**config.mk**
```make
export PLATFORM = sky130hd
export DESIGN_NAME = unp_ctl
export DESIGN_NICKNAME = d
export VERILOG_FILES = /design/src/unp_pkg.sv /design/src/unp_ctl.sv
export SDC_FILE = /design/constraint.sdc
export NUM_CORES = 1
export LEC_CHECK = 0
export ABC_AREA = 1
export BUFFER_PORTS_ARGS = -buffer_cell sky130_fd_sc_hd__clkbuf_2
export CAP_MARGIN = 40
export CORE_ASPECT_RATIO = 1.25
export CORE_MARGIN = 4
export CORE_UTILIZATION = 45
export CTS_CLUSTER_SIZE = 16
export DETAILED_ROUTE_END_ITERATION = 16
export PLACE_DENSITY_LB_ADDON = 0.05
export SYNTH_ARGS = -nofsm -noshare
export SYNTH_HDL_FRONTEND = slang
export SYNTH_SLANG_ARGS = --single-unit
```
**constraint.sdc**
```tcl
create_clock -name clk -period 1 [get_ports clk]
set_input_delay 0.05 -clock clk [delete_from_list [all_inputs] [get_ports clk]]
set_output_delay 0.05 -clock clk [all_outputs]
set_load 0.1 [all_outputs]
```
**src/unp_pkg.sv**
```systemverilog
// unp_pkg: payload types, internal float format and shared rounding helpers
// for the unit-normal packer. Depends on nothing; every other file uses it.
package unp_pkg;

  localparam logic [23:0] LEN_SCALE_M = 24'h8020C5; // significand of 1.001f, exponent 0
  localparam logic [31:0] POS_SAT = 32'h7fffffff;
  localparam logic [31:0] NEG_SAT = 32'h80000000;

  typedef struct packed {
    logic [31:0] vec_x_bits;
    logic [31:0] vec_y_bits;
    logic [31:0] vec_z_bits;
  } vec_bits_t;

  typedef struct packed {
    logic [31:0] packed_normal;
    logic        degenerate;
  } normal_t;

  // value = m * 2^(e-23), m[23] set unless zero or inf
  typedef struct packed {
    logic               zero;
    logic               inf;
    logic               sign;
    logic signed [10:0] e;
    logic [23:0]        m;
  } fp_t;

  typedef struct packed {
    fp_t x;
    fp_t y;
    fp_t z;
  } vec_t;

  typedef struct packed {
    logic               zero;
    logic               inf;
    logic signed [10:0] e;
    logic [47:0]        p;
  } prod_t;

  typedef struct packed {
    fp_t  sum;
    vec_t v;
    logic deg;
  } front_t;

  typedef struct packed {
    fp_t  len;
    vec_t v;
    logic deg;
  } len_t;

  typedef struct packed {
    logic en;
    logic load_r;
    logic load_s;
    logic r_from_s;
  } ctl_t;

  // Round-to-nearest-even into single precision, subnormal range included.
  // m[26] is the leading one, m[0] carries the sticky bit.
  function automatic fp_t fp_round(input logic sign, input logic signed [10:0] e,
                                   input logic [26:0] m);
    logic signed [11:0] d;
    logic [4:0]         dd;
    logic [28:0]        mm;
    logic [28:0]        lsb;
    logic [28:0]        half;
    logic [28:0]        res;
    logic               up;
    logic signed [10:0] er;
    fp_t                r;
    d = -12'sd126 - 12'(e);
    er = e;
    r.sign = sign;
    r.zero = 1'b0;
    r.inf = 1'b0;
    r.m = m[26:3];
    if (d > 12'sd24) begin
      r.zero = 1'b1;
    end else begin
      dd = (d < 12'sd0) ? 5'd0 : d[4:0];
      mm = {2'b00, m};
      lsb = 29'd8 << dd;
      half = 29'd4 << dd;
      up = (|(mm & half)) && ((|(mm & (half - 29'd1))) || (|(mm & lsb)));
      res = (mm & ~(lsb - 29'd1)) + (up ? lsb : 29'd0);
      if (res == 29'd0) begin
        r.zero = 1'b1;
      end else if (res[27]) begin
        r.m = res[27:4];
        er = e + 11'sd1;
      end else begin
        r.m = res[26:3];
      end
      if (!r.zero && er > 11'sd127) r.inf = 1'b1;
    end
    r.e = er;
    return r;
  endfunction

  function automatic prod_t fp_prod(input fp_t a, input logic [23:0] mb,
                                    input logic signed [10:0] eb);
    prod_t r;
    r.zero = a.zero;
    r.inf = a.inf;
    r.e = a.e + eb;
    r.p = a.m * mb;
    return r;
  endfunction

  function automatic fp_t fp_mul_round(input prod_t p);
    fp_t r;
    if (p.p[47]) r = fp_round(1'b0, p.e + 11'sd1, {p.p[47:22], |p.p[21:0]});
    else         r = fp_round(1'b0, p.e, {p.p[46:21], |p.p[20:0]});
    if (p.zero) begin
      r.zero = 1'b1;
      r.inf = 1'b0;
    end
    if (p.inf) begin
      r.inf = 1'b1;
      r.zero = 1'b0;
    end
    return r;
  endfunction

endpackage

```
**src/unp_ctl.sv**
```systemverilog
// unp_ctl: valid line of the datapath stages and the output register/skid control.
// Depends on unp_pkg (ctl_t).
module unp_ctl (
  input  logic          clk,
  input  logic          rst,
  input  logic          in_valid,
  output logic          in_stall,
  output logic          out_valid,
  input  logic          out_stall,
  output unp_pkg::ctl_t c
);

  localparam int STAGES = 39;

  logic [STAGES-1:0] valid;
  logic              s_valid;
  logic              take;

  assign take = out_valid && !out_stall;
  assign in_stall = s_valid;

  always_comb begin
    c.en = !s_valid;
    c.r_from_s = s_valid;
    c.load_r = s_valid ? take : (valid[STAGES-1] && (!out_valid || take));
    c.load_s = !s_valid && valid[STAGES-1] && out_valid && !take;
  end

  always_ff @(posedge clk) begin
    if (rst) begin
      valid <= '0;
      s_valid <= 1'b0;
      out_valid <= 1'b0;
    end else begin
      if (!s_valid) begin
        valid <= {valid[STAGES-2:0], in_valid};
        if (!out_valid || take) out_valid <= valid[STAGES-1];
        if (c.load_s) s_valid <= 1'b1;
      end else if (take) begin
        s_valid <= 1'b0;
      end
    end
  end

endmodule

```
# Yosys cells after proc, flatten, opt, wreduce, memory -nomap -nowiden

Cells that the tools add are included.

Output and inout bits: 6
Logic and storage cells: 19
Register bits: 41
Bits of input ports: 4

Mux-type cells: 4
Reduce and logical (&&, ||, !) cells: 11
Bitwise operators: 1

Operator list:

| cell                | count |
|---|---|
| 1-bit logical AND   | 5 |
| 1-bit zero test     | 4 |
| 1-bit 2-to-1 mux    | 4 |
| 2-bit AND reduction | 1 |
| 1-bit logical OR    | 1 |
| 1-bit inverter      | 1 |

# Longest topological paths before layout

Word-level depth: 6
Mapped depth: 5
Depth with buffers taken out: 5

# Worst setup path before layout

Ideal clock, no wire load.

Kind: flip-flop to output port
Start: reg out_valid
End: out c[1] in the netlist's numbering
Arrival time: 2.470 ns
Slack: -1.520 ns
Stages on the path, launching flop included: 3
Data required time: 0.950 ns
Buffers on the path: 0
Cell sequence: dfxtp_1 -> nand3_1 -> nor2_1

RTL lines:

| item                   | RTL line      | source |
|---|---|---|
| from (decl)            | unp_ctl.sv:8  | `output logic out_valid,` |
| from (signal assigned) | unp_ctl.sv:37 | `if (!out_valid \|\| take) out_valid <= valid[STAGES-1];` |
| to (decl)              | unp_ctl.sv:10 | `output unp_pkg::ctl_t c` |

==> flow_summary.json <==
{
  "syn_nets": 193,
  "diodes": 0,
  "synthTopCellsByArea": "dfxtp_1 57%, nor2_1 21%, o21ai_0 12%",
  "clockBufferDepth": 2,
  "endpoint_kind": "output port",
  "route.vias.total": 1226,
  "synthCells": 189,
  "grt_overflow": 0,
  "wl_per_cell_um": 12.9,
  "p_leak_nw": 0.959,
  "seq_area_frac_synth_pct": 56.8,
  "synth.avg_cell_area_um2": 7.65,
  "rows": 22,
  "status": "complete, but fails checks",
  "slew_violations": 0,
  "crit_fanout": 6,
  "hold-worst-slack_ns": 0.111,
  "critPathKind": "reg -> out",
  "drt_iter0_drc": 28,
  "pwr-share-clk_pct": 35.3,
  "path_clk_slew_ns": 0.12,
  "wirelength_um": 3140,
  "cts_tree": "built",
  "worst_slack_ns": -0.222,
  "drc": 0,
  "p_comb_share_pct": 2.6,
  "grt_use_total_pct": 14.9,
  "post-route-period-util_pct": 122,
  "synth_flop_cell": "dfxtp_1",
  "io_pins": 10,
  "drive_above_1_share_pct": 33.7,
  "start_util_pct": 48.2,
  "tightest_slew_ns": 0.222,
  "synth_xor_area_share_pct": 0,
  "syn_area_um2": 1450,
  "ir_drop_v": 0.00117,
  "fp.coreArea_um2": 3000,
  "synth_commonest_cells": "80 x nor2_1, 41 x dfxtp_1, 35 x o21ai_0",
  "nNetsFinal": 211,
  "ant_nets": 0,
  "via_per_inst": 5.02,
  "dp_slack_ns": 0.0129,
  "synth_top_area_share_pct": 56.8,
  "hold_class": "in -> reg",
  "die-area_um2": 4190,
  "yosysTopAreaCell": "dfxtp_1",
  "cts_buffers": 5,
  "yosys.cell_count.top_type": "nor2_1",
  "p_int_mw": 2.06,
  "io_buffers": 9,
  "dr.pass1.iters": 4,
  "ys_seq_elements": 41,
  "yosys.cell_types.count": 12,
  "gp_congestion": 0.793,
  "die_w_um": 58.7,
  "failed_checks": "negative setup slack",
  "slowest_delay_ns": 0.40,
  "pwr-share-seq_pct": 62.1,
  "syn2layout_area_growth_pct": 40.9,
  "max_freq_ghz": 0.818,
  "slowest_stage": "dfxtp_4",
  "dp_hpwl_um": 1660,
  "worstPathArrival_ns": 1.17,
  "antenna_found_initial": 0,
  "synth_top_family_by_area": "simple AND/OR/NAND/NOR gates",
  "yosys.area_share.simple_pct": 24.0,
  "crit_chain": "buf_6, nor2_4, buf_12",
  "grt_pass1_vias": 1120,
  "p_switching_uw": 570,
  "synth_compound_area_share_pct": 13.5,
  "fin_tns_setup_ns": -1.58,
  "rsz0062_at_grt": "yes",
  "synth_mux_area_share_pct": 0,
  "synthAdderAreaFrac_pct": 0,
  "grt_pass1_wl_um": 4720,
  "cts_sinks": 41,
  "power_density_nw_per_um2": 1290,
  "synth_edf_count": 0,
  "cp_data_required_time_ns": 0.95,
  "nFillCells": 251,
  "maxCapViolations": 0,
  "yosys_warnings": 0,
  "die_y_um": 71.4,
  "h-tree-depth": 2,
  "fin_crit_ns": 1.22,
  "finClkSkew_ns": 0.00616,
  "hold_violations": 0,
  "netSwitchingFraction_pct": 21.6,
  "final-setup-viol-count": 23,
  "cts-root-buf": "clkbuf_4",
  "async_reset_ff_share_pct": 0,
  "start_kind": "register",
  "grt_max_degree": 42,
  "max-slew-margin-rel_pct": 85.2,
  "clk_latency_ns": 0.35
}
==> power by group through the flow <==
| stage | sequential (mW) | combinational [mW] | clock, mW |
|---|---|---|---|
| finish | 1.63 | 0.0691 | 0.931 |
| CTS | 1.63 | 0.0530 | 0.954 |
| detailed placement | 1.67 | 0.0464 | 0 |
| global route | 1.64 | 0.0749 | 1.05 |
| global placement | 1.67 | 0.0448 | 0 |
| floorplan | 1.67 | 0.0263 | 0 |
==> cell families after synthesis <==
| family | after synthesis |
|---|---|
| AO/OA/AOI/OAI | 39 |
| AND/OR/NAND/NOR | 91 |
| flip-flops | 41 |
| buffers and inverters | 18 |
==> worst max-delay path: cells and delay by family, from the launching register on <==
family,cells,cell delay [ns]
buf+inv,2,0.31
flops,1,0.40
simple gates,1,0.11
==> cell usage in the layout, fill, tap and decap left out, types with 3 or more instances in the layout <==
| cell | count |
|---|---|
| buf_12 | 8 |
| buf_4 | 5 |
| buf_6 | 3 |
| clkbuf_2 | 3 |
| clkbuf_4 | 5 |
| dfxtp_1 | 38 |
| dfxtp_4 | 3 |
| inv_1 | 4 |
| nand2_1 | 5 |
| nand3_4 | 3 |
| nor2_1 | 70 |
| nor2_2 | 8 |
| o21ai_0 | 11 |
| o21ai_1 | 8 |
| o21ai_2 | 18 |
==> sequential cells by signal (all words and copies together), names as in the netlist <==
name / count
in_stall: 1
out_valid: 1
valid: 39
==> stage by stage <==
stage / std cells / total power, mW / instance area, µm² / utilization [%]
2_1_floorplan: 189 / 1.70 / 1560 / -
3_3_place_gp: 226 / 1.72 / 1690 / 56.3
3_5_place_dp: 226 / 1.72 / 1690 / 56.3
4_1_cts: 242 / 2.64 / 1860 / 61.8
5_1_grt: 244 / 2.76 / 2040 / 67.8
6_report: 244 / 2.63 / 2040 / 67.8
==> layout make-up <==
class	count	area, µm²	share of cell area (%)
flip-flops and latches	41	832	40.9
multi-input cells	130	728	35.8
repair buffers	24	337	16.5
clock buffers	7	65.1	3.20
well taps	36	45.0	2.21
inverters	5	23.8	1.17
clock inverters	1	5.00	0.246
==> per-layer routing <==
metal | track usage, % | part of all wire [%]
met5 | 0 | 0
met4 | 6.30 | 0.64
met3 | 7.03 | 3.6
met2 | 23.9 | 51
met1 | 16.8 | 45
==> path summary, 6_finish.rpt <==
check                           cells past startpoint                      to  slack, ns                   start
worst max-delay path                                3                    c[1]      -0.22     in_stall$_SDFF_PP0_
worst min-delay path                                5  out_valid$_SDFFE_PP0P_       0.11               out_stall
worst max register to register                      6     in_stall$_SDFF_PP0_      -0.06     in_stall$_SDFF_PP0_
worst min register to register                      2  valid[28]$_SDFFE_PP0N_       0.49  valid[27]$_SDFFE_PP0N_
==> what timing repair did <==
| action | in CTS | in global routing |
|---|---|---|
| buffers inserted | 7 | 1 |
| hold buffers | 1 | 0 |
| resized for setup | 23 | 46 |
| hold endpoints to repair | 1 | 0 |
| endpoints found under the setup margin | 5 | 46 |
| cloned | 0 | 3 |
| pin swaps | 0 | 5 |
No activity file was read; power rests on OpenSTA's default activity.
