## config.mk

```make
export PLATFORM = sky130hd
export DESIGN_NAME = unp_div
export DESIGN_NICKNAME = d
export VERILOG_FILES = /design/src/unp_pkg.sv /design/src/unp_div.sv
export SDC_FILE = /design/constraint.sdc
export NUM_CORES = 2
export LEC_CHECK = 0
export BUFFER_PORTS_ARGS = -buffer_cell sky130_fd_sc_hd__buf_2
export CORE_MARGIN = 2
export CORE_UTILIZATION = 45
export DETAILED_ROUTE_END_ITERATION = 16
export PLACE_DENSITY = 0.69
export REMOVE_ABC_BUFFERS = 1
export SLEW_MARGIN = 15
export SYNTH_ARGS = -nofsm -noshare
export SYNTH_HDL_FRONTEND = slang
export SYNTH_SLANG_ARGS = --single-unit
```

## constraint.sdc

```tcl
create_clock -name clk -period 21.9 [get_ports clk]
set_input_delay 5.475 -clock clk [delete_from_list [all_inputs] [get_ports clk]]
set_output_delay 5.475 -clock clk [all_outputs]
set_load 0.01 [all_outputs]
```

## src/unp_pkg.sv

```systemverilog
// unp_pkg: payload types, internal float format and shared rounding helpers
// for the unit-normal packer. Depends on nothing; every other file uses it.
package unp_pkg;

  localparam logic [23:0] LEN_SCALE_M = 24'h8020C5; // significand of 1.001f, exponent 0
  localparam logic [31:0] POS_SAT = 32'h7fffffff;
  localparam logic [31:0] NEG_SAT = 32'h80000000;

  typedef struct packed {
    logic [31:0] vec_x_bits;
    logic [31:0] vec_y_bits;
    logic [31:0] vec_z_bits;
  } vec_bits_t;

  typedef struct packed {
    logic [31:0] packed_normal;
    logic        degenerate;
  } normal_t;

  // value = m * 2^(e-23), m[23] set unless zero or inf
  typedef struct packed {
    logic               zero;
    logic               inf;
    logic               sign;
    logic signed [10:0] e;
    logic [23:0]        m;
  } fp_t;

  typedef struct packed {
    fp_t x;
    fp_t y;
    fp_t z;
  } vec_t;

  typedef struct packed {
    logic               zero;
    logic               inf;
    logic signed [10:0] e;
    logic [47:0]        p;
  } prod_t;

  typedef struct packed {
    fp_t  sum;
    vec_t v;
    logic deg;
  } front_t;

  typedef struct packed {
    fp_t  len;
    vec_t v;
    logic deg;
  } len_t;

  typedef struct packed {
    logic en;
    logic load_r;
    logic load_s;
    logic r_from_s;
  } ctl_t;

  // Round-to-nearest-even into single precision, subnormal range included.
  // m[26] is the leading one, m[0] carries the sticky bit.
  function automatic fp_t fp_round(input logic sign, input logic signed [10:0] e,
                                   input logic [26:0] m);
    logic signed [11:0] d;
    logic [4:0]         dd;
    logic [28:0]        mm;
    logic [28:0]        lsb;
    logic [28:0]        half;
    logic [28:0]        res;
    logic               up;
    logic signed [10:0] er;
    fp_t                r;
    d = -12'sd126 - 12'(e);
    er = e;
    r.sign = sign;
    r.zero = 1'b0;
    r.inf = 1'b0;
    r.m = m[26:3];
    if (d > 12'sd24) begin
      r.zero = 1'b1;
    end else begin
      dd = (d < 12'sd0) ? 5'd0 : d[4:0];
      mm = {2'b00, m};
      lsb = 29'd8 << dd;
      half = 29'd4 << dd;
      up = (|(mm & half)) && ((|(mm & (half - 29'd1))) || (|(mm & lsb)));
      res = (mm & ~(lsb - 29'd1)) + (up ? lsb : 29'd0);
      if (res == 29'd0) begin
        r.zero = 1'b1;
      end else if (res[27]) begin
        r.m = res[27:4];
        er = e + 11'sd1;
      end else begin
        r.m = res[26:3];
      end
      if (!r.zero && er > 11'sd127) r.inf = 1'b1;
    end
    r.e = er;
    return r;
  endfunction

  function automatic prod_t fp_prod(input fp_t a, input logic [23:0] mb,
                                    input logic signed [10:0] eb);
    prod_t r;
    r.zero = a.zero;
    r.inf = a.inf;
    r.e = a.e + eb;
    r.p = a.m * mb;
    return r;
  endfunction

  function automatic fp_t fp_mul_round(input prod_t p);
    fp_t r;
    if (p.p[47]) r = fp_round(1'b0, p.e + 11'sd1, {p.p[47:22], |p.p[21:0]});
    else         r = fp_round(1'b0, p.e, {p.p[46:21], |p.p[20:0]});
    if (p.zero) begin
      r.zero = 1'b1;
      r.inf = 1'b0;
    end
    if (p.inf) begin
      r.inf = 1'b1;
      r.zero = 1'b0;
    end
    return r;
  endfunction

endpackage

```

## src/unp_div.sv

```systemverilog
// unp_div: restoring significand divider, 2 quotient bits per stage, then rounding.
// 15 stages. Depends on unp_pkg (fp_t, fp_round).
module unp_div (
  input  logic         clk,
  input  logic         en,
  input  unp_pkg::fp_t num,
  input  unp_pkg::fp_t den,
  output unp_pkg::fp_t quo
);

  localparam int DIV_STEPS = 14;

  typedef struct packed {
    logic [25:0] rem;
    logic [27:0] q;
    logic [23:0] d;
  } div_t;

  typedef struct packed {
    logic               sign;
    logic               zero;
    logic signed [10:0] e;
  } side_t;

  function automatic div_t div_iter(input div_t s);
    div_t n;
    n.d = s.d;
    if (s.rem >= {2'b00, s.d}) begin
      n.rem = (s.rem - {2'b00, s.d}) << 1;
      n.q = {s.q[26:0], 1'b1};
    end else begin
      n.rem = s.rem << 1;
      n.q = {s.q[26:0], 1'b0};
    end
    return n;
  endfunction

  div_t         st [0:DIV_STEPS-1];
  side_t        sd [0:DIV_STEPS-1];
  div_t         st_init;
  unp_pkg::fp_t quo_next;
  logic         sticky;

  always_comb begin
    st_init.rem = {2'b00, num.m};
    st_init.q = 28'd0;
    st_init.d = den.m;
  end

  always_comb begin
    sticky = |st[DIV_STEPS-1].rem;
    if (st[DIV_STEPS-1].q[27]) begin
      quo_next = unp_pkg::fp_round(sd[DIV_STEPS-1].sign, sd[DIV_STEPS-1].e,
                                   {st[DIV_STEPS-1].q[27:2],
                                    (|st[DIV_STEPS-1].q[1:0]) | sticky});
    end else begin
      quo_next = unp_pkg::fp_round(sd[DIV_STEPS-1].sign, sd[DIV_STEPS-1].e - 11'sd1,
                                   {st[DIV_STEPS-1].q[26:1], st[DIV_STEPS-1].q[0] | sticky});
    end
    if (sd[DIV_STEPS-1].zero) begin
      quo_next.zero = 1'b1;
      quo_next.inf = 1'b0;
    end
  end

  always_ff @(posedge clk) begin
    if (en) begin
      st[0] <= div_iter(div_iter(st_init));
      sd[0].sign <= num.sign ^ den.sign;
      sd[0].zero <= num.zero || num.inf || den.inf;
      sd[0].e <= num.e - den.e;
    end
  end

  for (genvar k = 1; k < DIV_STEPS; k++) begin : g_div
    always_ff @(posedge clk) begin
      if (en) begin
        st[k] <= div_iter(div_iter(st[k-1]));
        sd[k] <= sd[k-1];
      end
    end
  end

  always_ff @(posedge clk) begin
    if (en) quo <= quo_next;
  end

endmodule

```

* Yosys cells after proc, flatten, opt, wreduce, memory -nomap -nowiden *
Memory sizes are Yosys's and may differ from the RTL's.
Cells that the tools add are included.
Widths: inputs -> output; s select.

storage, ports and cells
  bits in registers = 38
  bits in writable memories = 1274
  input bits = 78
  output and inout bits = 38
  logic and storage cells = 209
  memories kept = 2

memories
  memory  depth  bits a word  read ports  clocked after Yosys merged registers in  write ports  line           source
  st      14     78           14          0                                        14           unp_div.sv:38  div_t st [0:DIV_STEPS-1];
  sd      14     13           14          0                                        14           unp_div.sv:39  side_t sd [0:DIV_STEPS-1];

cells by class
  add/subtract/negate cells = 40
  $lt $le $gt $ge = 34
  shift operators = 4
  muxes and demuxes = 91
  bitwise operators = 13
  reductions and logical operators = 20

operators with widths
  cell                   number
  $mux 54                56
  $ge 26x24->1           27
  $sub 25x24->25         27
  $and 27x29->29         8
  $reduce_or 29->1       6
  $mux 24                6
  $sub 29x1->29 const B  4
  $mux 11                10
  $add 29x29->29         2
  $logic_not 29->1       2
  $mux 29                2
  $not 29->29            2
  $shl 3x5->29 const A   2
  $shl 4x5->29 const A   2
  $mux 38                1
  $reduce_or 26->1       1
  $sub 24x24->25         1
  $ge 24x24->1           1
  $gt 12x6->1 const B    2
  $lt 12x1->1 const B    2
  $sub 8x11->12 const A  2
  $add 11x2->11 const B  2
  $gt 11x8->1 const B    2
  $mux 1                 14
  other kinds (9)        18

* Depth between registers and ports, before layout *
An unclocked memory read counts as a cell.

  depth after elaboration = 22
  depth in mapped cells = 39
  mapped depth without buffers = 33

* Least setup slack after synthesis *
No wires, ideal clock.

  path type = input to register
  start = in den[1] (netlist name)
  end = mem st[0][70] (netlist name) (data pin)
  setup time = 0.260 ns
  arrival time = 11.119 ns
  required time = 21.640 ns
  slack = 10.521 ns
  stages = 30
  path buffers = 2
  path through = inv_1 -> ha_1 -> nor2b_1 -> o21ai_0 -> a21boi_0 -> o21ai_0 -> a21boi_0 -> o21ai_0 -> a21o_1 -> a21oi_1 -> nor2_1 -> o211ai_1 -> nand2_1 -> buf_1 -> mux2_2 -> fa_1 -> nor2b_1 -> o21ai_0 -> a21boi_0 -> o21ai_0 -> a21boi_0 -> o21ai_0 -> a21oi_1 -> o2111ai_1 -> a21oi_1 -> o21a_1 -> a211oi_1 -> o211ai_1 -> clkbuf_1 -> mux2_2

RTL lines
  item                line           source
  start: declaration  unp_div.sv:7   input unp_pkg::fp_t den,
  end: declaration    unp_div.sv:38

==> flow_summary.yaml <==
status:
  status: "finished, final reports clean"
worst_setup_path:
  reg2reg_slack_ns: 8.96
  cp-startpoint: "sd[1][65]"
  crit_path_end_kind: "flop"
  crit_cells: 33
  crit_buf_inv: 6
  worst_ep_arrival_time_ns: 13.34
  worstRegToRegCells: 33
  critPathLaunchType: "flop"
  r2r_start: "sd[1][65]"
  slowest_delay_ns: 0.73
  crit_type: "flop to flop"
  crit_slowest_cell: "ha_1"
  endpoint: "quo[3]"
  path_max_fanout: 33
  cpLargestDelayFamily: "simple AND/OR/NAND/NOR gates"
  crit_required_ns: 22.30
  timing.rr.end: "quo[3]"
timing:
  slew_headroom_pct: 20.63
  setup-violations-final: 0
  worstMarginPinSlew_ns: 1.191
  hold_violations: 0
  finClkSkew_ns: 0.06795
  layout_worst_path_cycle_share_pct: 59.10
  report.final.slew_viol_count: 0
  fmax_mhz: 77.26
  rsz0062_at_grt: "false"
  whs_ns: 0.4095
  fin_tns_setup_ns: 0
  fin_crit_ns: 12.94
logic_synthesis:
  synth_compound_area_share_pct: 17.19
  netlist_area_sq_um: 80730
  synth-adder-area-share_pct: 11.71
  avgSynthCellArea_sq_um: 9.975
  synth-simple-area-share_pct: 13.27
  synth_top_family_by_area: "compound AO/OA/AOI/OAI gates"
  synth-seq-area-share_pct: 40.62
  ys_types: 103
  yosys.area.top_type: "edfxtp_1"
  synth_flop_cell: "edfxtp_1"
  synth-edff-count: 1092
  yosys_register_bits: 1092
  syn_inst: 8094
  synth_xor_area_share_pct: 6.777
  async_flop_share_pct: 0
  synthMuxAreaShare_pct: 6.445
  ys_warn_count: 0
  synth_area_leaders: "edfxtp_1 41%, ha_1 11%, mux2_2 5.4%"
  synth.top_cell.area_share_pct: 40.62
cts:
  cts_setup_buffers: 0
  cts_buffer_depth: 3
  cts_hold_buffers: 0
  cts_max_level: 3
  ctsRootBufferMaster: "clkbuf_16"
  post_cts_resize_count: 0
  cts_tree: "built"
  clkSinkCount: 1092
  insertion_delay_ns: 0.79
  clk_pin_slew_ns: 0.06
  cts_made_buffers: 119
final_layout:
  fin_cells: 10650
  drive_gt1_share_pct: 10.78
  antenna_cells: 0
  fin_nets: 9021
  final_area_sq_um: 87960
  area.growth.synth_to_final_pct: 8.950
  final_common_cell: "edfxtp_1"
  final_cell_mix: "1,092 x edfxtp_1, 727 x ha_1, 703 x a21oi_1, 618 x nor2_1, 611 x inv_1"
route:
  drt-vias-per-instance: 5.840
  routed_wl_mm: 208.7
  vias: 62200
  ant_nets: 0
  drc: 0
  first_pass_iters: 6
  drtIter0Drc: 4803
  routedWlPerCell_microns: 19.59
placement:
  place.gp.congestion: 0.9564
  place_area_sq_um: 84050
  dp_cells: 10430
  hpwl_mm: 160.9
  portBuffers: 114
floorplanning:
  io_pins: 116
  rows: 155
  core_sq_um: 178400
  die_w_microns: 427.6
  initial_utilization_pct: 45.25
  die_height_microns: 427.6
  dieArea_sq_um: 182800
hold_path:
  hp-class: "flop to flop"
grt:
  grt_overflow: 0
  grt_first_pass_wirelength_mm: 327.2
  antenna_found_initial: 0
  first_global_vias: 60180
  grt_max_degree: 183
  grt_use_total_pct: 22.30
run:
  cap_violations: 0
==> worst register-to-register path: cells and delay by family (launching register included) <==
family / cells / cell delay (ns)
adders and majority gates: 3 / 1.54
xor gates and xnor gates: 1 / 0.15
AOI/OAI and AO/OA: 10 / 4.23
buffers and inverters: 6 / 1.55
and+or+nand+nor: 13 / 4.74
DFF: 1 / 0.32
==> area by class of cell <==
cell class | instances | area, sq um
Multi-Input combinational cell | 6179 | 44860
Inverter | 616 | 2312
Clock buffer | 137 | 3045
Sequential cell | 1092 | 32790
Clock inverter | 81 | 843.3
Timing Repair Buffer | 190 | 1164
Tap cell | 2355 | 2947
Fill cell | 16260 | 90460
==> synthesized netlist by cell type, types with 25 or more instances <==
cell type and n:
edfxtp_1 1092, nand2b_1 86, clkbuf_1 160, mux2_2 387, or4_1 25, a31oi_1 86
nand2_1 485, a31o_2 31, o21bai_1 99, o21ai_0 378, nor4_1 52, nor2b_1 89
a21boi_0 42, nor3_1 173, and3_1 79, a211oi_1 61, xor2_1 181, inv_1 611
mux2i_1 80, a21oi_1 704, nor2_1 618, and2_1 78, ha_1 727, nand3_1 188
a21o_1 252, or3_1 56, xnor2_1 436, o31ai_1 58, nand4_1 120, o211ai_1 58
o21a_1 79, or2_2 54
==> how the worst min path moves through the flow <==
stage               start         end  slack (ns)  cells after the start
2_1_floorplan   sd[1][77]     quo[35]        0.40                      0
3_3_place_gp     sd[1][5]   sd[1][18]        0.40                      0
3_5_place_dp    sd[0][32]   sd[0][45]        0.40                      0
4_1_cts         sd[1][49]   sd[1][62]        0.41                      0
5_1_grt        st[0][423]  st[0][503]        0.41                      0
6_report        sd[0][36]   sd[0][49]        0.41                      0
==> routing by layer <==
metal	global-route usage, %	part of all wire [%]
met4	8.924	4.2
met5	0	0
met1	29.26	44
met3	2.770	5.2
met2	37.39	47
==> cell families after synthesis <==
| family | count (synthesis) |
|---|---|
| xor+xnor | 620 |
| compound gates | 2154 |
| flops | 1092 |
| fa+ha+maj | 745 |
| mux | 469 |
| simple gates | 2191 |
| buf+inv | 823 |
==> flip-flops by register name, indices dropped and copies added (netlist names) <==
signal	count
quo	38
sd	182
st	872
==> metrics by stage <==
stage               util [%]  setup WS, ns
floorplan                  -         9.663
global placement       47.11         9.333
detailed placement     47.11         9.492
CTS                    49.29         9.363
global route           49.30         8.346
finish                 49.30         8.957
Power is not shown: default switching activity piles up to over one toggle a cycle in this logic, so the estimate is an artifact.
