<file path="src/unp_pkg.sv">
// unp_pkg: payload types, internal float format and shared rounding helpers
// for the unit-normal packer. Depends on nothing; every other file uses it.
package unp_pkg;

  localparam logic [23:0] LEN_SCALE_M = 24'h8020C5; // significand of 1.001f, exponent 0
  localparam logic [31:0] POS_SAT = 32'h7fffffff;
  localparam logic [31:0] NEG_SAT = 32'h80000000;

  typedef struct packed {
    logic [31:0] vec_x_bits;
    logic [31:0] vec_y_bits;
    logic [31:0] vec_z_bits;
  } vec_bits_t;

  typedef struct packed {
    logic [31:0] packed_normal;
    logic        degenerate;
  } normal_t;

  // value = m * 2^(e-23), m[23] set unless zero or inf
  typedef struct packed {
    logic               zero;
    logic               inf;
    logic               sign;
    logic signed [10:0] e;
    logic [23:0]        m;
  } fp_t;

  typedef struct packed {
    fp_t x;
    fp_t y;
    fp_t z;
  } vec_t;

  typedef struct packed {
    logic               zero;
    logic               inf;
    logic signed [10:0] e;
    logic [47:0]        p;
  } prod_t;

  typedef struct packed {
    fp_t  sum;
    vec_t v;
    logic deg;
  } front_t;

  typedef struct packed {
    fp_t  len;
    vec_t v;
    logic deg;
  } len_t;

  typedef struct packed {
    logic en;
    logic load_r;
    logic load_s;
    logic r_from_s;
  } ctl_t;

  // Round-to-nearest-even into single precision, subnormal range included.
  // m[26] is the leading one, m[0] carries the sticky bit.
  function automatic fp_t fp_round(input logic sign, input logic signed [10:0] e,
                                   input logic [26:0] m);
    logic signed [11:0] d;
    logic [4:0]         dd;
    logic [28:0]        mm;
    logic [28:0]        lsb;
    logic [28:0]        half;
    logic [28:0]        res;
    logic               up;
    logic signed [10:0] er;
    fp_t                r;
    d = -12'sd126 - 12'(e);
    er = e;
    r.sign = sign;
    r.zero = 1'b0;
    r.inf = 1'b0;
    r.m = m[26:3];
    if (d > 12'sd24) begin
      r.zero = 1'b1;
    end else begin
      dd = (d < 12'sd0) ? 5'd0 : d[4:0];
      mm = {2'b00, m};
      lsb = 29'd8 << dd;
      half = 29'd4 << dd;
      up = (|(mm & half)) && ((|(mm & (half - 29'd1))) || (|(mm & lsb)));
      res = (mm & ~(lsb - 29'd1)) + (up ? lsb : 29'd0);
      if (res == 29'd0) begin
        r.zero = 1'b1;
      end else if (res[27]) begin
        r.m = res[27:4];
        er = e + 11'sd1;
      end else begin
        r.m = res[26:3];
      end
      if (!r.zero && er > 11'sd127) r.inf = 1'b1;
    end
    r.e = er;
    return r;
  endfunction

  function automatic prod_t fp_prod(input fp_t a, input logic [23:0] mb,
                                    input logic signed [10:0] eb);
    prod_t r;
    r.zero = a.zero;
    r.inf = a.inf;
    r.e = a.e + eb;
    r.p = a.m * mb;
    return r;
  endfunction

  function automatic fp_t fp_mul_round(input prod_t p);
    fp_t r;
    if (p.p[47]) r = fp_round(1'b0, p.e + 11'sd1, {p.p[47:22], |p.p[21:0]});
    else         r = fp_round(1'b0, p.e, {p.p[46:21], |p.p[20:0]});
    if (p.zero) begin
      r.zero = 1'b1;
      r.inf = 1'b0;
    end
    if (p.inf) begin
      r.inf = 1'b1;
      r.zero = 1'b0;
    end
    return r;
  endfunction

endpackage

</file>
<file path="src/unp_len.sv">
// unp_len: correctly rounded square root (2 bits per stage) and the 1.001 scale.
// 17 stages. Depends on unp_pkg (fp_t, front_t, len_t, rounding helpers).
module unp_len (
  input  logic            clk,
  input  logic            en,
  input  unp_pkg::front_t f,
  output unp_pkg::len_t   lo
);

  localparam int SQRT_STEPS = 13;

  typedef struct packed {
    logic [27:0] rem;
    logic [25:0] root;
    logic [51:0] x;
  } sqrt_t;

  typedef struct packed {
    unp_pkg::vec_t      v;
    logic               deg;
    logic               zero;
    logic               inf;
    logic signed [10:0] e;
  } side_t;

  function automatic sqrt_t sqrt_iter(input sqrt_t s);
    logic [29:0] r2;
    logic [29:0] trial;
    sqrt_t       n;
    r2 = {s.rem, s.x[51:50]};
    trial = {2'b00, s.root, 2'b01};
    n.x = {s.x[49:0], 2'b00};
    if (r2 >= trial) begin
      n.rem = 28'(r2 - trial);
      n.root = {s.root[24:0], 1'b1};
    end else begin
      n.rem = r2[27:0];
      n.root = {s.root[24:0], 1'b0};
    end
    return n;
  endfunction

  sqrt_t          sq [0:SQRT_STEPS];
  side_t          sd [0:SQRT_STEPS];
  sqrt_t          sq_init;
  side_t          sd_init;
  unp_pkg::fp_t   rt, rt_next;
  unp_pkg::prod_t pr;
  unp_pkg::vec_t  v14, v15;
  logic           deg14, deg15;

  always_comb begin
    sq_init.rem = 28'd0;
    sq_init.root = 26'd0;
    sq_init.x = f.sum.e[0] ? {f.sum.m, 1'b0, 27'd0} : {1'b0, f.sum.m, 27'd0};
    sd_init.v = f.v;
    sd_init.deg = f.deg;
    sd_init.zero = f.sum.zero;
    sd_init.inf = f.sum.inf;
    sd_init.e = f.sum.e >>> 1;
  end

  always_comb begin
    rt_next = unp_pkg::fp_round(1'b0, sd[SQRT_STEPS].e,
                                {sq[SQRT_STEPS].root, |sq[SQRT_STEPS].rem});
    if (sd[SQRT_STEPS].zero) begin
      rt_next.zero = 1'b1;
      rt_next.inf = 1'b0;
    end
    if (sd[SQRT_STEPS].inf) begin
      rt_next.inf = 1'b1;
      rt_next.zero = 1'b0;
    end
  end

  always_ff @(posedge clk) begin
    if (en) begin
      sq[0] <= sq_init;
      sd[0] <= sd_init;
    end
  end

  for (genvar k = 1; k <= SQRT_STEPS; k++) begin : g_sqrt
    always_ff @(posedge clk) begin
      if (en) begin
        sq[k] <= sqrt_iter(sqrt_iter(sq[k-1]));
        sd[k] <= sd[k-1];
      end
    end
  end

  always_ff @(posedge clk) begin
    if (en) begin
      rt <= rt_next;
      v14 <= sd[SQRT_STEPS].v;
      deg14 <= sd[SQRT_STEPS].deg;

      pr <= unp_pkg::fp_prod(rt, unp_pkg::LEN_SCALE_M, 11'sd0);
      v15 <= v14;
      deg15 <= deg14;

      lo.len <= unp_pkg::fp_mul_round(pr);
      lo.v <= v15;
      lo.deg <= deg15;
    end
  end

endmodule

</file>
<file path="config.mk">
export PLATFORM = sky130hd
export DESIGN_NAME = unp_len
export DESIGN_NICKNAME = d
export VERILOG_FILES = /design/src/unp_pkg.sv /design/src/unp_len.sv
export SDC_FILE = /design/constraint.sdc
export NUM_CORES = 2
export LEC_CHECK = 0
export ABC_AREA = 1
export BUFFER_PORTS_ARGS = -buffer_cell sky130_fd_sc_hd__buf_4
export CORE_ASPECT_RATIO = 1.25
export CORE_MARGIN = 2
export CORE_UTILIZATION = 60
export DETAILED_ROUTE_END_ITERATION = 8
export PLACE_DENSITY = 0.77
export RECOVER_POWER = 100
export SLEW_MARGIN = 30
export SYNTH_ARGS = -nofsm -noshare
export SYNTH_HDL_FRONTEND = slang
export SYNTH_SLANG_ARGS = --single-unit
export TNS_END_PERCENT = 5
</file>
<file path="constraint.sdc">
create_clock -name clk -period 10.1 [get_ports clk]
set_clock_uncertainty 0.15 [all_clocks]
set_input_delay 1.01 -clock clk [delete_from_list [all_inputs] [get_ports clk]]
set_output_delay 1.01 -clock clk [all_outputs]
set_load 0.1 [all_outputs]
</file>
=== After elaboration in Yosys (flattened, before gate mapping) ===
Memory sizes are Yosys's and may differ from the RTL's.
Index checks and enable logic that the tools add are counted.

* RAM bits: 3276
* Memories: 2
* Bits in read-only memories: 0
* Output and inout bits: 153
* Word-level logic and storage cells: 296
* Bits in registers: 481
* Bits in latches: 0
* Bits of input ports: 155

* $add $sub $neg: 41
* Equality and inequality tests: 0
* Magnitude comparators: 35
* Shift-type cells: 6
* Multiply operators: 1
* Div/mod/pow operators: 0
* Reduce and logical (&&, ||, !) cells: 27
* Bitwise gates (word level): 15
* Mux-type cells: 108

{| class="wikitable"
|+ Memory list
! memory !! depth !! bits a word !! rd ports !! clocked after memory_dff !! wr ports !! line !! source
|-
| sd || 14 || 128 || 14 || 0 || 14 || unp_len.sv:44 || <nowiki>side_t sd [0:SQRT_STEPS];</nowiki>
|-
| sq || 14 || 106 || 14 || 0 || 14 || unp_len.sv:43 || <nowiki>sqrt_t sq [0:SQRT_STEPS];</nowiki>
|}

{| class="wikitable"
|+ Operators with widths
! kind !! count
|-
| 54-bit two-way mux || 52
|-
| 30-bit by 28-bit greater-or-equal comparator with 1-bit output || 26
|-
| 28-bit subtractor || 26
|-
| 27-bit by 29-bit AND with 29-bit output || 12
|-
| 29-bit OR reduction || 9
|-
| 24-bit two-way mux || 9
|-
| 11-bit two-way mux || 16
|-
| 29-bit by 1-bit subtractor with 29-bit output, second input constant || 6
|-
| 29-bit adder || 3
|-
| 29-bit logical NOT || 3
|-
| 29-bit two-way mux || 3
|-
| 29-bit inverter || 3
|-
| 3-bit by 5-bit left shift with 29-bit output, first input constant || 3
|-
| 4-bit by 5-bit left shift with 29-bit output, first input constant || 3
|-
| 52-bit two-way mux || 1
|-
| 24-bit by 24-bit multiplier with 48-bit output, second input constant || 1
|-
| 38-bit two-way mux || 1
|-
| 12-bit by 6-bit greater-than comparator with 1-bit output, second input constant || 3
|-
| 12-bit by 1-bit < comparator with 1-bit output, second input constant || 3
|-
| 8-bit by 11-bit subtractor with 12-bit output, first input constant || 3
|-
| 11-bit by 2-bit adder with 11-bit output, second input constant || 3
|-
| 11-bit by 8-bit greater-than comparator with 1-bit output, second input constant || 3
|-
| 28-bit OR reduction || 1
|-
| 22-bit OR reduction || 1
|-
| 7 further kinds || 39
|}

=== Depth between registers and ports, before layout ===
* Depth in word-level cells: 23
* Mapped depth: 62
* Mapped depth without buffers: 60

=== Least setup slack after synthesis ===
No wires, ideal clock.

* Path type: flip-flop to flip-flop
* Start point: register pr[48] in the netlist's numbering
* End point: register lo[145] in the netlist's numbering (data pin)
* Data required time: 9679 ps
* Data arrival time: 6743 ps
* Library setup time: 271 ps
* Period minus slack after synthesis: 7164 ps
* Stages on the path, launching flop included: 51
* Setup slack: 2936 ps
* Cells stage by stage: edfxtp_1 inv_1 ha_1 nor2_1 inv_1 nand2_1 nor2_4 nand2_2 nand2_4 nand3_4 inv_2 buf_2 nor3_1 inv_1 ha_1 o21ai_0 nor2_1 nand2_1 (+15 left out) nand3_1 nor2_1 nor2_1 o21ai_0 a21oi_1 o21ai_0 a21boi_0 o21ai_0 nand3_1 nor2_1 nor2_1 inv_1 nand2_1 nand2_1 buf_4 buf_6 o211ai_1 a31oi_1

* Cells in the longest elaborated chain, start to end: 19
* Elaborated cells between the ends (all ways): 57
* Classes of those cells: 10 x add/sub; 4 x order compare; 4 x shift; 17 x mux; 10 x bitwise; 12 x reduce/logical

{| class="wikitable"
|+ Ends and longest elaborated chain
! item !! line !! source
|-
| start: declaration || unp_len.sv:48 || <nowiki>unp_pkg::prod_t pr;</nowiki>
|-
| start signal: assignment || unp_len.sv:98 || <nowiki>pr <= unp_pkg::fp_prod(rt, unp_pkg::LEN_SCALE_M, 11'sd0);</nowiki>
|-
| 11-bit by 2-bit adder with 11-bit output || unp_pkg.sv:93, unp_pkg.sv:115 ||
|-
| 8-bit by 11-bit subtractor with 12-bit output || unp_pkg.sv:74 || <nowiki>d = -12'sd126 - 12'(e);</nowiki>
|-
| 12-bit by 1-bit < comparator with 1-bit output || unp_pkg.sv:83 || <nowiki>dd = (d < 12'sd0) ? 5'd0 : d[4:0];</nowiki>
|-
| 5-bit two-way mux || unp_pkg.sv:83 ||
|-
| 3-bit by 5-bit left shift with 29-bit output || unp_pkg.sv:86 || <nowiki>half = 29'd4 << dd;</nowiki>
|-
| 29-bit by 1-bit subtractor with 29-bit output || unp_pkg.sv:87 || <nowiki>up = (|(mm & half)) && ((|(mm & (half - 29'd1))) || (|(mm & lsb)));</nowiki>
|-
| 27-bit by 29-bit AND with 29-bit output || unp_pkg.sv:87 ||
|-
| 29-bit OR reduction || unp_pkg.sv:87 ||
|-
| (+3 left out) || n/a ||
|-
| 29-bit adder || unp_pkg.sv:88 || <nowiki>res = (mm & ~(lsb - 29'd1)) + (up ? lsb : 29'd0);</nowiki>
|-
| 29-bit logical NOT / 11-bit two-way mux (equally long branches) || unp_pkg.sv:89, unp_pkg.sv:91 ||
|-
| 11-bit two-way mux || unp_pkg.sv:89 || <nowiki>if (res == 29'd0) begin</nowiki>
|-
| 11-bit two-way mux || unp_pkg.sv:80 || <nowiki>if (d > 12'sd24) begin</nowiki>
|-
| 11-bit two-way mux || unp_pkg.sv:115 || <nowiki>if (p.p[47]) r = fp_round(1'b0, p.e + 11'sd1, {p.p[47:22], |p.p[21:0]});</nowiki>
|-
| 11-bit two-way mux || unp_len.sv:93 || <nowiki>if (en) begin</nowiki>
|-
| 11-bit two-way mux || unp_pkg.sv:80 ||
|-
| 38-bit two-way mux (*) || unp_pkg.sv:115 ||
|-
| end: declaration || unp_len.sv:7 || <nowiki>output unp_pkg::len_t lo</nowiki>
|}

Every way passes the cells marked *; elsewhere a longest branch is shown, timed or not. The select of a mux whose other input is x is not followed.
A chain may end at the register's enable or synchronous reset.

==> summary.md <==
| Metric | Value |
|---|---|
| Status | finished with violations |
| Failing checks | capacitance limit, slew limit |
| Final hold vios | 0 |
| CP bufs+invs | 4 |
| Post-Syn Area | 129000 sq um |
| H-tree depth | 5 |
| Via/cell ratio | 5.57 |
| Via count | slightly below 80000 |
| Final Cycle Share | 89.7% |
| Drt drc | 0 |
| CP Data Required Time | 10.40 ns |
| Area delta synth->final | 10.8% |
| Mapped Avg Cell Area | 12.4 sq um |
| Count of cell types in the netlist | 73 |
| Clock Tree Buf Depth | 4 |
| Top delay family on crit path | buffers and inverters |
| Worst setup EP type | flop |
| Worst slew margin | -436% |
| Largest net degree at the start of global routing | 206 |
| CP max stage cell | clkdlybuf4s25_1 |
| Die ar. | about 220000 sq um |
| TritonCTS Sinks | 2869 |
| Die Y | 523 um |
| Post-route insts no fill | 14000 |
| Startpoint Class | primary input |
| FFs w/ async S/R, synth | 0% |
| Slew Limit Fails | around 1200 |
| DRT iter0 DRCs | 6089 |
| Initial core utilization | between 60% and 70% |
| Later-pin clock latency in the skew report | 0.84 ns |
| Gpl congestion | a little over 0.9 |
| Total CTS buffers | 275 |
| Synth warn | 0 |
| Static Leak | 56.9 nW |
| CP arrival | 9.36 ns |
| Initial antenna violation count | 10 |
| Worst path max stage delay | between 5 and 6 ns |
| Hold crit path type | in2reg |
| First-pass GRT wire length | 441 mm |
| Num ports | between 300 and 400 |
| Pre-CTS setup slack | 1.43 ns |
| Final WS setup | 1.04 ns |
| Rows | between 150 and 200 |
| FF+latch count, synth | 2869 |
| Synth top area cells | edfxtp_1 (67%), ha_1 (6.2%), nand2_1 (4.7%) |
| Routed Antenna Nets | 0 |
| Number of port buffers | 305 |
| RSZ-0062 raised after global routing | false |
| Synth top area share | around two thirds |
| Clock Pin Slew Worst Setup and Hold Paths | 0.07 ns |
| Fillers | 15200 |
| EDFF count, synth | around 2900 |
| Worst VDD drop | 241 uV |
| Most used DFF post-synth | edfxtp_1 |
| Worst-path maximum fanout | approximately 180 |
| Layout Nets | roughly 12000 |
| Final setup vio count | 0 |
| Total power | 35.4 mW |
| Vias in the first global route | around 78000 |
| Pwr per Cell Area | 247 nW/um^2 |
| CP Cell Sequence | clkdlybuf4s25_1, buf_12, clkbuf_2, buf_16 |
| Setup_tns | 0 ns |
| Core Box Area | between 200000 and 250000 sq um |
| Tot GR Track Use | 26.2% |
| Total Routed Length | 290 mm |
| Synth area leader | edfxtp_1 |
| WS Path Type | in2reg |
| Fmax | 110 MHz |
| Hold_buf cts | 0 |
| Post-CTS sizing | 0 |
| Total global routing overflow | 0 |
| Slew @ Worst Pin | approximately 8 ns |
| Dpl cells | 13600 |
| Post-synthesis sequential area ratio | 66.6% |
| Wire per inst | 20.6 um |
| DRT Pass-1 Iters | 7 |
| Post-detail-place hpwl | ~200 mm |
| Post-Synthesis Cells | between 10000 and 15000 |
| Final min period | 9.06 ns |
| Die width | 419 um |
| Setup Fix Bufs, Post-CTS | 0 |
| Max-Cap Viols | 8 |
| CTS root buf | clkbuf_16 |
| Layout cells sized above 1 | roughly 6.9% |
| CTS tree | yes |
synth_stat cells, types with 47 or more instances:
| master | number |
|---|---|
| clkbuf_1 | 58 |
| a21oi_1 | 530 |
| nor4_1 | 55 |
| nor2_1 | 776 |
| o21ai_1 | 75 |
| fa_1 | 78 |
| edfxtp_1 | 2869 |
| nor3_1 | 141 |
| inv_1 | 1233 |
| nand2_1 | 1625 |
| ha_1 | 643 |
| nand4_1 | 143 |
| buf_2 | 47 |
| o22ai_1 | 47 |
| nand3_1 | 401 |
| o21ai_0 | 566 |
| xor2_1 | 392 |
| xnor2_1 | 218 |
power by group:
part	total [mW]	internal [mW]	leakage, nW	switching (mW)
Combinational	9.52	3.28	24.7	6.24
Sequential	15.5	14.8	27.8	0.773
Clock	10.3	5.90	4.31	4.40
Total	35.4	24.0	56.9	11.4
per-stage QoR:
| stage | utilization (%) | hold WS, ns | instance area [sq um] |
|---|---|---|---|
| finish | 66.8 | 0.188 | 143000 |
| global route | 66.8 | 0.133 | 143000 |
| CTS | 67.2 | 0.0770 | 144000 |
| detailed placement | 63.1 | 0.255 | 135000 |
| global placement | 63.1 | 0.250 | 135000 |
| floorplan | - | 0.250 | 129000 |
cells by family after synthesis:
group                      Yosys count  synth area share [%]
buffers and inverters             1419                  4.29
DFF                               2869                  66.6
and+or+nand+nor                   3337                  11.3
adders and majority gates          721                  7.43
other                                2               0.00580
muxes                                1               0.00774
xor gates and xnor gates           611                  4.14
AOI/OAI and AO/OA                 1471                  6.25
layer usage:
metal	wire length (um)	track usage (%)	part of all wire (%)
met3	13100	3.43	4.5
met1	114000	31.7	39
met2	151000	47.5	52
met4	11900	10.0	4.1
met5	26	0	0.0090
path summary, 6_finish.rpt:
path,cells past startpoint,to,slack (ns),from
worst max-delay path,4,sd[1][14]$_DFFE_PP_,1.04,en
worst min-delay path,1,sd[0][104]$_DFFE_PP_,0.19,f[91]
worst max register to register,47,rt[25]$_DFFE_PP_,1.05,sd[1][640]$_DFFE_PP_
worst min register to register,0,sd[1][753]$_DFFE_PP_,0.24,sd[1][625]$_DFFE_PP_
flip-flops by register name, indices dropped and copies added (netlist names):
| register | flops |
|---|---|
| lo | 152 |
| deg15 | 1 |
| rt | 37 |
| sd | 1778 |
| v15 | 114 |
| pr | 61 |
| sq | 611 |
| deg14 | 1 |
| v14 | 114 |
final cells by class:
type	instances	area (sq um)	share of cell area, %
Tap cell	2880	3600	2.51
Multi-Input combinational cell	6144	37600	26.2
Sequential cell	2869	86200	60.1
Inverter	1284	4830	3.37
Clock buffer	321	7250	5.05
Timing Repair Buffer	379	2290	1.60
Antenna cell	5	12.5	0.00873
Clock inverter	155	1630	1.14
cells in the final DEF, fill, tap and decap left out, types with 56 or more instances in the layout:
cell type,synthesis,final
xnor2_1,218,218
clkbuf_1,58,219
nor2_1,776,778
a21oi_1,530,531
o21ai_0,566,617
buf_4,14,66
nor3_1,141,143
edfxtp_1,2869,2869
nand2_1,1625,1632
nand4_1,143,145
nand3_1,401,403
clkbuf_4,0,112
ha_1,643,643
fa_1,78,78
inv_1,1233,1245
xor2_1,392,392
clkinv_1,5,56
clkbuf_16,0,284
No activity file was read; power rests on OpenSTA's default activity.
